### src/hdl/adzr_pkg.sv
`default_nettype none
package adzr_pkg;

  localparam int SAMPLE_BITS = 16;
  localparam int DZ_BITS     = 15;
  localparam int FS_BITS     = 16;
  localparam int QUO_BITS    = 15;
  localparam int OUT_BITS    = QUO_BITS + 1;
  localparam int NUM_BITS    = QUO_BITS + FS_BITS;
  localparam int CMP_BITS    = (SAMPLE_BITS > FS_BITS) ? SAMPLE_BITS : FS_BITS;
  localparam int CFG_IDX_BITS  = 8;
  localparam int CFG_DATA_BITS = 16;

  localparam logic [QUO_BITS-1:0] OUT_MAX = {QUO_BITS{1'b1}};
  localparam logic [DZ_BITS-1:0]  DZ_RESET = '0;
  localparam logic [FS_BITS-1:0]  FS_RESET = FS_BITS'(32768);

  localparam logic [CFG_IDX_BITS-1:0] REG_DEAD_ZONE  = CFG_IDX_BITS'(0);
  localparam logic [CFG_IDX_BITS-1:0] REG_FULL_SCALE = CFG_IDX_BITS'(1);

  // Word handed from cell to cell: remainder and the shared
  // numerator/quotient register of the restoring divider.
  typedef struct packed {
    logic                neg;
    logic                sat;
    logic [FS_BITS-1:0]  rem;
    logic [QUO_BITS-1:0] acc;
  } adzr_word_t;

endpackage
`default_nettype wire

### src/hdl/adzr_in_if.sv
`default_nettype none
interface adzr_in_if;
  import adzr_pkg::*;
  logic                          valid;
  logic                          ready;
  logic signed [SAMPLE_BITS-1:0] raw_value;
  modport source (output valid, output raw_value, input ready);
  modport sink (input valid, input raw_value, output ready);
endinterface
`default_nettype wire

### src/hdl/adzr_out_if.sv
`default_nettype none
interface adzr_out_if;
  import adzr_pkg::*;
  logic                       valid;
  logic                       ready;
  logic signed [OUT_BITS-1:0] scaled_value;
  modport source (output valid, output scaled_value, input ready);
  modport sink (input valid, input scaled_value, output ready);
endinterface
`default_nettype wire

### src/hdl/adzr_cfg_if.sv
`default_nettype none
interface adzr_cfg_if;
  import adzr_pkg::*;
  logic                     valid;
  logic                     ready;
  logic [CFG_IDX_BITS-1:0]  index;
  logic [CFG_DATA_BITS-1:0] data;
  modport source (output valid, output index, output data, input ready);
  modport sink (input valid, input index, input data, output ready);
endinterface
`default_nettype wire

### src/hdl/adzr_prep.sv
`default_nettype none
module adzr_prep (
  input  wire logic                                   clk,
  input  wire logic                                   rst,
  input  wire logic [adzr_pkg::DZ_BITS-1:0]           dead_zone,
  input  wire logic [adzr_pkg::FS_BITS-1:0]           full_scale,
  input  wire logic                                   in_valid,
  output logic                                        in_ready,
  input  wire logic signed [adzr_pkg::SAMPLE_BITS-1:0] raw_value,
  output logic                                        out_valid,
  input  wire logic                                   out_ready,
  output adzr_pkg::adzr_word_t                        out_data
);
  import adzr_pkg::*;

  logic [SAMPLE_BITS-1:0] mag;
  logic [CMP_BITS-1:0]    mag_c;
  logic [CMP_BITS-1:0]    dz_c;
  logic [CMP_BITS-1:0]    ex_full;
  logic [FS_BITS-1:0]     span;
  logic [FS_BITS-1:0]     ex;
  logic [NUM_BITS-1:0]    num;
  logic                   neg;
  logic                   in_zone;
  logic                   degenerate;
  adzr_word_t             word_next;

  assign neg  = raw_value[SAMPLE_BITS-1];
  // The most negative sample negates to itself, which read unsigned is its magnitude.
  assign mag  = neg ? (~raw_value + 1'b1) : raw_value;
  assign mag_c = CMP_BITS'(mag);
  assign dz_c  = CMP_BITS'(dead_zone);
  assign in_zone    = mag_c <= dz_c;
  assign degenerate = full_scale <= {1'b0, dead_zone};
  assign span    = full_scale - {1'b0, dead_zone};
  assign ex_full = mag_c - dz_c;
  assign ex      = (ex_full > CMP_BITS'(span)) ? span : ex_full[FS_BITS-1:0];
  assign num     = (in_zone || degenerate) ? '0 : NUM_BITS'(ex) * NUM_BITS'(OUT_MAX);

  always_comb begin
    word_next.neg = neg;
    word_next.sat = degenerate && !in_zone;
    word_next.rem = num[NUM_BITS-1:QUO_BITS];
    word_next.acc = num[QUO_BITS-1:0];
  end

  assign in_ready = !out_valid || out_ready;

  always_ff @(posedge clk) begin
    if (rst) begin
      out_valid <= 1'b0;
    end else if (in_ready) begin
      out_valid <= in_valid;
    end
  end

  always_ff @(posedge clk) begin
    if (in_valid && in_ready) begin
      out_data <= word_next;
    end
  end

endmodule
`default_nettype wire

### src/hdl/adzr_div_cell.sv
`default_nettype none
module adzr_div_cell (
  input  wire logic                         clk,
  input  wire logic                         rst,
  input  wire logic [adzr_pkg::FS_BITS-1:0] span,
  input  wire logic                         in_valid,
  output logic                              in_ready,
  input  wire adzr_pkg::adzr_word_t         in_data,
  output logic                              out_valid,
  input  wire logic                         out_ready,
  output adzr_pkg::adzr_word_t              out_data
);
  import adzr_pkg::*;

  logic [FS_BITS:0] trial;
  logic [FS_BITS:0] diff;
  logic             ge;
  adzr_word_t       word_next;

  // One restoring step: shift in the next numerator bit, subtract if it fits,
  // and shift the quotient bit into the bottom of the same register.
  assign trial = {in_data.rem, in_data.acc[QUO_BITS-1]};
  assign diff  = trial - {1'b0, span};
  // A zero span only comes with a degenerate scale, where samples inside the
  // dead zone still need a zero quotient.
  assign ge    = (span != '0) && (trial >= {1'b0, span});

  always_comb begin
    word_next.neg = in_data.neg;
    word_next.sat = in_data.sat;
    word_next.rem = ge ? diff[FS_BITS-1:0] : trial[FS_BITS-1:0];
    word_next.acc = {in_data.acc[QUO_BITS-2:0], ge};
  end

  assign in_ready = !out_valid || out_ready;

  always_ff @(posedge clk) begin
    if (rst) begin
      out_valid <= 1'b0;
    end else if (in_ready) begin
      out_valid <= in_valid;
    end
  end

  always_ff @(posedge clk) begin
    if (in_valid && in_ready) begin
      out_data <= word_next;
    end
  end

endmodule
`default_nettype wire

### src/hdl/axis_dead_zone_rescale.sv
// Dead-zone rescaler for one signed axis stream. A sample whose magnitude is
// at or below dead_zone gives 0; otherwise the result is the sign of the
// sample times 32767*min(|v|-dead_zone, full_scale-dead_zone)/(full_scale-dead_zone),
// truncated toward zero, so it saturates at +/-32767. If full_scale is not above
// dead_zone, any sample outside the dead zone gives +/-32767. Register 0 is
// dead_zone (15 bits), register 1 is full_scale (16 bits); other indexes are
// ignored, and registers may only be written while no beat is in flight.
// Throughput is one beat per cycle while the output is not stalled; each input
// beat passes through one operand stage (magnitude, clamp, 16x15 multiply)
// followed by a chain of 15 divider cells, each a 17-bit compare-subtract
// producing one quotient bit. Every stage has its own valid and ready, so empty
// stages fill while a result waits at the output.
`default_nettype none
module axis_dead_zone_rescale (
  input  wire logic clk,
  input  wire logic rst,
  adzr_cfg_if.sink  cfg,
  adzr_in_if.sink   sample,
  adzr_out_if.source result
);
  import adzr_pkg::*;

  logic [DZ_BITS-1:0] dead_zone;
  logic [FS_BITS-1:0] full_scale;
  logic [FS_BITS-1:0] span;

  logic       stage_valid [0:QUO_BITS];
  logic       stage_ready [0:QUO_BITS];
  adzr_word_t stage_data  [0:QUO_BITS];

  logic [QUO_BITS-1:0] mag_out;
  logic [OUT_BITS-1:0] val_out;

  assign cfg.ready = 1'b1;

  always_ff @(posedge clk) begin
    if (rst) begin
      dead_zone  <= DZ_RESET;
      full_scale <= FS_RESET;
    end else if (cfg.valid) begin
      unique case (cfg.index)
        REG_DEAD_ZONE:  dead_zone  <= cfg.data[DZ_BITS-1:0];
        REG_FULL_SCALE: full_scale <= cfg.data[FS_BITS-1:0];
        default: ;
      endcase
    end
  end

  assign span = full_scale - {1'b0, dead_zone};

  adzr_prep u_prep (
    .clk        (clk),
    .rst        (rst),
    .dead_zone  (dead_zone),
    .full_scale (full_scale),
    .in_valid   (sample.valid),
    .in_ready   (sample.ready),
    .raw_value  (sample.raw_value),
    .out_valid  (stage_valid[0]),
    .out_ready  (stage_ready[0]),
    .out_data   (stage_data[0])
  );

  for (genvar i = 0; i < QUO_BITS; i++) begin : g_cell
    adzr_div_cell u_cell (
      .clk       (clk),
      .rst       (rst),
      .span      (span),
      .in_valid  (stage_valid[i]),
      .in_ready  (stage_ready[i]),
      .in_data   (stage_data[i]),
      .out_valid (stage_valid[i+1]),
      .out_ready (stage_ready[i+1]),
      .out_data  (stage_data[i+1])
    );
  end

  assign stage_ready[QUO_BITS] = result.ready;
  assign result.valid = stage_valid[QUO_BITS];

  // After the last cell the accumulator holds the full quotient.
  assign mag_out = stage_data[QUO_BITS].sat ? OUT_MAX : stage_data[QUO_BITS].acc;
  assign val_out = {1'b0, mag_out};
  assign result.scaled_value = stage_data[QUO_BITS].neg ? (~val_out + 1'b1) : val_out;

endmodule
`default_nettype wire

### src/flat_wrapper.sv
// flat-port wrapper written by rule: the top's interface ports become plain ports
module axis_dead_zone_rescale_flat import adzr_pkg::*;
  (clk, rst, cfg_valid, cfg_index, cfg_data, cfg_ready, sample_valid, sample_raw_value, sample_ready, result_valid, result_scaled_value, result_ready);
  adzr_cfg_if cfg_i ();
  adzr_in_if sample_i ();
  adzr_out_if result_i ();
  input  wire logic clk;
  input  wire logic rst;
  input wire logic [$bits(cfg_i.valid)-1:0] cfg_valid;
  input wire logic [$bits(cfg_i.index)-1:0] cfg_index;
  input wire logic [$bits(cfg_i.data)-1:0] cfg_data;
  output wire logic [$bits(cfg_i.ready)-1:0] cfg_ready;
  input wire logic [$bits(sample_i.valid)-1:0] sample_valid;
  input wire logic [$bits(sample_i.raw_value)-1:0] sample_raw_value;
  output wire logic [$bits(sample_i.ready)-1:0] sample_ready;
  output wire logic [$bits(result_i.valid)-1:0] result_valid;
  output wire logic [$bits(result_i.scaled_value)-1:0] result_scaled_value;
  input wire logic [$bits(result_i.ready)-1:0] result_ready;
  assign cfg_i.valid = cfg_valid;
  assign cfg_i.index = cfg_index;
  assign cfg_i.data = cfg_data;
  assign cfg_ready = cfg_i.ready;
  assign sample_i.valid = sample_valid;
  assign sample_i.raw_value = sample_raw_value;
  assign sample_ready = sample_i.ready;
  assign result_valid = result_i.valid;
  assign result_scaled_value = result_i.scaled_value;
  assign result_i.ready = result_ready;
  axis_dead_zone_rescale u_core (.clk(clk), .rst(rst), .cfg(cfg_i), .sample(sample_i), .result(result_i));
endmodule
### config.mk
export PLATFORM = sky130hd
export DESIGN_NAME = axis_dead_zone_rescale_flat
export DESIGN_NICKNAME = d
export VERILOG_FILES = /design/src/hdl/adzr_pkg.sv /design/src/hdl/adzr_in_if.sv /design/src/hdl/adzr_out_if.sv /design/src/hdl/adzr_cfg_if.sv /design/src/hdl/adzr_prep.sv /design/src/hdl/adzr_div_cell.sv /design/src/hdl/axis_dead_zone_rescale.sv /design/src/flat_wrapper.sv
export SDC_FILE = /design/constraint.sdc
export NUM_CORES = 1
export LEC_CHECK = 0
export BUFFER_PORTS_ARGS = -buffer_cell sky130_fd_sc_hd__clkbuf_2
export CORE_ASPECT_RATIO = 1.2
export CORE_MARGIN = 8
export CORE_UTILIZATION = 54
export DETAILED_ROUTE_END_ITERATION = 6
export PLACE_DENSITY = 0.7
export SLEW_MARGIN = 40
export SYNTH_ARGS = -nofsm -noshare
export SYNTH_HDL_FRONTEND = slang
export SYNTH_SLANG_ARGS = --single-unit
export TNS_END_PERCENT = 20
### constraint.sdc
create_clock -name clk -period 24.6 [get_ports clk]
set_input_delay 2.46 -clock clk [delete_from_list [all_inputs] [get_ports clk]]
set_output_delay 2.46 -clock clk [all_outputs]
set_load 0.05 [all_outputs]
* Word level (Yosys, flattened, before mapping)
Cells that the tools add are included.
Word-level totals: register bits 559, bits of input ports 45, output and inout port bits 19, logic and storage cells 209
Cells by class: add/subtract/negate cells 18, $mul 1, $lt $le $gt $ge 18, eq/ne operators 1, muxes and demuxes 18, bitwise logic cells 2, reduce and logical (&&, ||, !) cells 70
Operator list (number):
- $mux W16 | 17
- $ge A17 B16 Y1 | 15
- $sub A16 B16 Y16 | 14
- $add A16 B1 Y16 const B | 2
- $le A16 B15 Y1 | 2
- $logic_and A1 B1 Y1 | 32
- $sub A16 B15 Y16 | 2
- $mul A16 B15 Y31 const B | 1
- $logic_not A1 Y1 | 17
- $logic_or A1 B1 Y1 | 17
- $gt A16 B16 Y1 | 1
- $not A15 Y16 | 1
- $not A16 Y16 | 1
- $reduce_bool A16 Y1 | 1
- $mux W15 | 1
- $eq A8 B1 Y1 const B | 1
- $logic_not A8 Y1 | 1
- $reduce_and A2 Y1 | 2

* Longest topological paths before layout
word-level depth 18, depth in mapped cells 49, mapped depth without buffers 46

* Modules after synthesis
Synthesis repeated with hierarchy kept, for this count alone.
Second synthesis, totals: cells, all modules 4306, area total of the unflattened synthesis 46089.2 µm²
By module, submodules not included:
- adzr_div_cell | times used 15, cells an instance 204, area an instance 2327.2 µm², seq. area each 1011.0 µm²
- adzr_prep | times used 1, cells an instance 940, area an instance 8742.1 µm², seq. area each 1011.0 µm²
- axis_dead_zone_rescale | times used 1, cells an instance 306, area an instance 2438.6 µm², seq. area each 620.6 µm²

* Worst setup path before layout
Ideal clock, no wire load.
path kind input -> register, start point in sample_raw_value[0], end point reg u_core.u_prep.out_data[26] (netlist name), data pin, library setup time 0.266 ns, arrival time 12.466 ns, data required time 24.334 ns, path slack 11.868 ns, stages on the path 45, path buffers 3, cells stage by stage inv_1 -> ha_1 -> nand2b_1 -> or4_1 -> o31ai_1 -> xnor2_1 -> ha_1 -> or3_1 -> o21ai_0 -> a311oi_1 -> o21a_1 -> o41ai_1 -> xnor2_1 -> inv_1 -> ha_1 -> nand2_1 -> nor3_1 -> and4_1 -> (+9 left out) -> fa_1 -> inv_1 -> fa_1 -> fa_1 -> fa_1 -> fa_1 -> inv_1 -> fa_1 -> inv_1 -> ha_1 -> a21oi_1 -> o211ai_1 -> a21o_1 -> o21ai_0 -> a21oi_1 -> a311oi_1 -> xor2_1 -> nor2_1
Between the ends: word-level cells in the longest chain between the ends 7, elaborated cells between the ends (all ways) 9, those cells by class 2 x add/sub; 1 x mul; 2 x order compare; 2 x mux; 1 x bitwise; 1 x reduce/logical
RTL lines:
- from (decl) | RTL line flat_wrapper.sv:14 | input wire logic [$bits(sample_i.raw_value)-1:0] sample_raw_value;
- $not A16 Y16 | RTL line adzr_prep.sv:30 | assign mag = neg ? (~raw_value + 1'b1) : raw_value;
- $add A16 B1 Y16 | RTL line adzr_prep.sv:30
- $mux W16 * | RTL line adzr_prep.sv:30
- $sub A16 B15 Y16 | RTL line adzr_prep.sv:36 | assign ex_full = mag_c - dz_c;
- $gt A16 B16 Y1 | RTL line adzr_prep.sv:37 | assign ex = (ex_full > CMP_BITS'(span)) ? span : ex_full[FS_BITS-1:0];
- $mux W16 | RTL line adzr_prep.sv:37
- $mul A16 B15 Y31 | RTL line adzr_prep.sv:38 | assign num = (in_zone || degenerate) ? '0 : NUM_BITS'(ex) * NUM_BITS'(OUT_MAX);
- to (signal assigned) | RTL line adzr_prep.sv:59 | out_data <= word_next;
- to (decl) | RTL line adzr_prep.sv:12 | output adzr_pkg::adzr_word_t out_data
Mark *: on every way between the ends. The rest lies on a longest branch, timed or not. A chain may end at the register's enable or synchronous reset.

* Final worst setup path
start point in sample_raw_value[0], end point reg u_core.u_prep.out_data[29] (netlist name), data pin
Same word-level chain as after synthesis.

==> results_dict.tcl <==
set metrics [dict create \
    ys_types 82 \
    fin_worst_skew_ps 45.1 \
    synthAdderAreaFrac 0.187 \
    netlist_area_sq_um 38000 \
    numCtsBuffers 58 \
    cp-end-kind "flop" \
    cts_root_buf "clkbuf_16" \
    ys.warnings.count 0 \
    htree_levels 2 \
    worst_slack_ps 11670 \
    synthCells 3215 \
    grt_pass1_vias 26843 \
    path_clk_slew_ps 80 \
    gr-total-overflow 0 \
    rrSetupSlack_ps 13820 \
    synth-seq-cells 559 \
    tritoncts "yes" \
    cpMaxStageDelayCell "o21ai_0" \
    clock_path_buffers 3 \
    routed_wl_um 92300 \
    r2r_cells 39 \
    hold_viol 0 \
    regArea_sq_um 16300 \
    fin_crit_ps 12930 \
    ys_seq_area_frac 0.430 \
    crit_start "sample_raw_value[0]" \
    synth_xor_area_frac 0.0599 \
    max_slew.worst_pin.slew_ps 846 \
    drt-pass1-iter-count 7 \
    num_vias 25735 \
    grtUsageMet2 0.440 \
    grt_use_met1 0.248 \
    arrival_ps 13280 \
    dp_cells 4196 \
    antenna_found_initial 0 \
    io_buffers 62 \
    syn_nets 3756 \
    grt_usage 0.231 \
    fin_crit_sh 0.526 \
    cp_max_fo 38 \
    die_area_sq_um 79100 \
    ys.flop_type "edfxtp_1" \
    max_freq_ghz 0.0773 \
    setup_viol 0 \
    coreArea_sq_um 69600 \
    fill_cells 5564 \
    relSlewSlack 0.432 \
    clock_latency_ps 630 \
    post_drt_wl_per_cell_um 21.5 \
    slowest_delay_ps 570 \
    rows 106 \
    chipHeight_um 306 \
    drive_above_1_share 0.137 \
    layout.nets 3879 \
    cpMostUsedCell "inv_1" \
    synthArstFlopShare 0 \
    crit-reg2reg-launch "u_core.dead_zone[1]" \
    synth_edf_count 512 \
    synth_top_family_by_area "adder cells" \
    min_from "u_core.g_cell[5].u_cell.out_data[13]" \
    busiest_layer "met2" \
    chipWidth_um 258 \
    dp_slack_ps 11130 \
    multi_input_area_sq_um 20600 \
    setup.worst_path.end "u_core.u_prep.out_data[29]" \
    globalplace.congestion 0.921 \
    grt_max_degree 48 \
    fin_cells 4300 \
    maxCapViolations 0 \
    hpwlAfterDp_um 70100 \
    reg2reg_to "u_core.u_prep.out_data[29]" \
    slew_violations 0 \
    grt_pass1_wl_um 145000 \
    cp.required_ps 24950 \
    antenna_cells 0 \
    drt_first_iter_violations 1612 \
    use_met3 0.0286 \
    post_cts_buffers 0 \
    area_growth_pct 9.77 \
    synth_compound_area_frac 0.121 \
    hold_class "reg2reg" \
    cts_resized 0 \
    start_util 0.545 \
    fin_setup_tns_ps 0 \
    drc 0 \
    io_pins 64 \
    rsz0062_at_grt "false" \
    critical_path_class "in2reg" \
    drtAntennaViolNets 0 \
    clock_sinks 559 \
    avgSynthCellArea_sq_um 11.8 \
    synthSimpleGateAreaFrac 0.0850 \
    status "finished clean" \
    setup.worst_path.start_class "input port" \
    synth_mux_area_frac 0.0844 \
    via_per_inst 5.98 \
    cts_hold_buffers 0 \
]
-- layout make-up --
type	instances	share of cell area
clock inverters	36	0.0111
well taps	918	0.0276
inverters	249	0.0224
multi-input cells	2368	0.495
repair buffers	102	0.0170
clock buffers	68	0.0357
flip-flops and latches	559	0.391
-- flip-flops by register name (all words and copies together) (netlist names) --
name and cells:
u_core.u_prep.out_data 33, u_core.u_prep.out_valid 1, u_core.g_cell.u_cell.out_valid 15, u_core.g_cell.u_cell.out_data 479, u_core.dead_zone 15, u_core.full_scale 16
-- cell usage after synthesis (24+ instances only) --
cell / n / area share
mux2_2: 137 / 0.041
nand4_1: 45 / 0.0074
nand3_1: 38 / 0.0050
a21o_1: 121 / 0.024
xor2_1: 103 / 0.024
o21a_1: 31 / 0.0061
fa_1: 113 / 0.060
ha_1: 383 / 0.13
dfxtp_1: 47 / 0.025
o21ai_0: 127 / 0.017
nand2b_1: 24 / 0.0040
mux2i_1: 58 / 0.015
nor2b_1: 44 / 0.0072
nand2_1: 108 / 0.011
edfxtp_1: 512 / 0.40
mux2_4: 72 / 0.028
a211oi_1: 40 / 0.0079
and2_1: 25 / 0.0041
a21oi_1: 198 / 0.026
nor2_1: 214 / 0.021
xnor2_1: 155 / 0.036
nor3_1: 69 / 0.0091
inv_1: 249 / 0.025
-- layer usage --
| metal | share of wire | wire [um] |
|---|---|---|
| met1 | 0.37 | 34100 |
| met2 | 0.53 | 49300 |
| met3 | 0.041 | 3780 |
| met4 | 0.056 | 5150 |
| met5 | 0 | 0 |
-- kinds of logic after synthesis --
group / Yosys count
xor gates and xnor gates: 259
adders and majority gates: 500
AOI/OAI and AO/OA: 687
buffers and inverters: 288
muxes: 267
DFF: 559
and+or+nand+nor: 654
other: 1
-- worst max-delay path, delay by kind of cell --
kind	cells	cell delay (ps)
adder cells (fa/ha/maj)	10	4000
AO/OA/AOI/OAI	12	2770
AND/OR/NAND/NOR	9	1950
buffers and inverters	8	950
XOR/XNOR	4	690
multiplexers	1	440
-- metrics by stage --
step                       util  hold WS [ps]  instance area (sq um)
final                     0.599           387                  41700
after global routing      0.599           410                  41700
after CTS                 0.598           383                  41700
after detailed placement  0.570           405                  39700
after global placement    0.567           401                  39500
after floorplan               -           400                  38000
-- placed cells by master, fill, tap and decap left out, drive strengths merged, types with 6 or more instances in the layout --
| master | instances |
|---|---|
| a2111oi | 6 |
| a211oi | 42 |
| a21boi | 14 |
| a21o | 122 |
| a21oi | 208 |
| a221o | 15 |
| a311o | 8 |
| a31oi | 25 |
| a41oi | 7 |
| and2 | 25 |
| and3 | 12 |
| and4 | 9 |
| buf | 40 |
| bufinv | 9 |
| clkbuf | 130 |
| clkinv | 22 |
| dfxtp | 47 |
| edfxtp | 512 |
| fa | 113 |
| ha | 383 |
| inv | 251 |
| mux2 | 209 |
| mux2i | 58 |
| nand2 | 109 |
| nand2b | 24 |
| nand3 | 39 |
| nand4 | 45 |
| nor2 | 214 |
| nor2b | 44 |
| nor3 | 70 |
| nor4 | 15 |
| o21a | 31 |
| o21ai | 129 |
| o21bai | 12 |
| o31a | 12 |
| o31ai | 23 |
| or2 | 21 |
| or3 | 13 |
| xnor2 | 155 |
| xor2 | 104 |
-- worst min-delay path by stage --
stage / endpoint / cells after the start
after floorplan: u_core.g_cell[0].u_cell.out_data[10] / 0
after global routing: u_core.g_cell[6].u_cell.out_data[14] / 0
final: u_core.g_cell[6].u_cell.out_data[14] / 0
after CTS: u_core.g_cell[6].u_cell.out_data[14] / 0
after detailed placement: u_core.g_cell[12].u_cell.out_data[12] / 0
after global placement: u_core.g_cell[13].u_cell.out_data[31] / 0
Power is left out: the tool's default activity adds up to more than one toggle a clock period on the data nets, which glitch-free logic cannot reach.
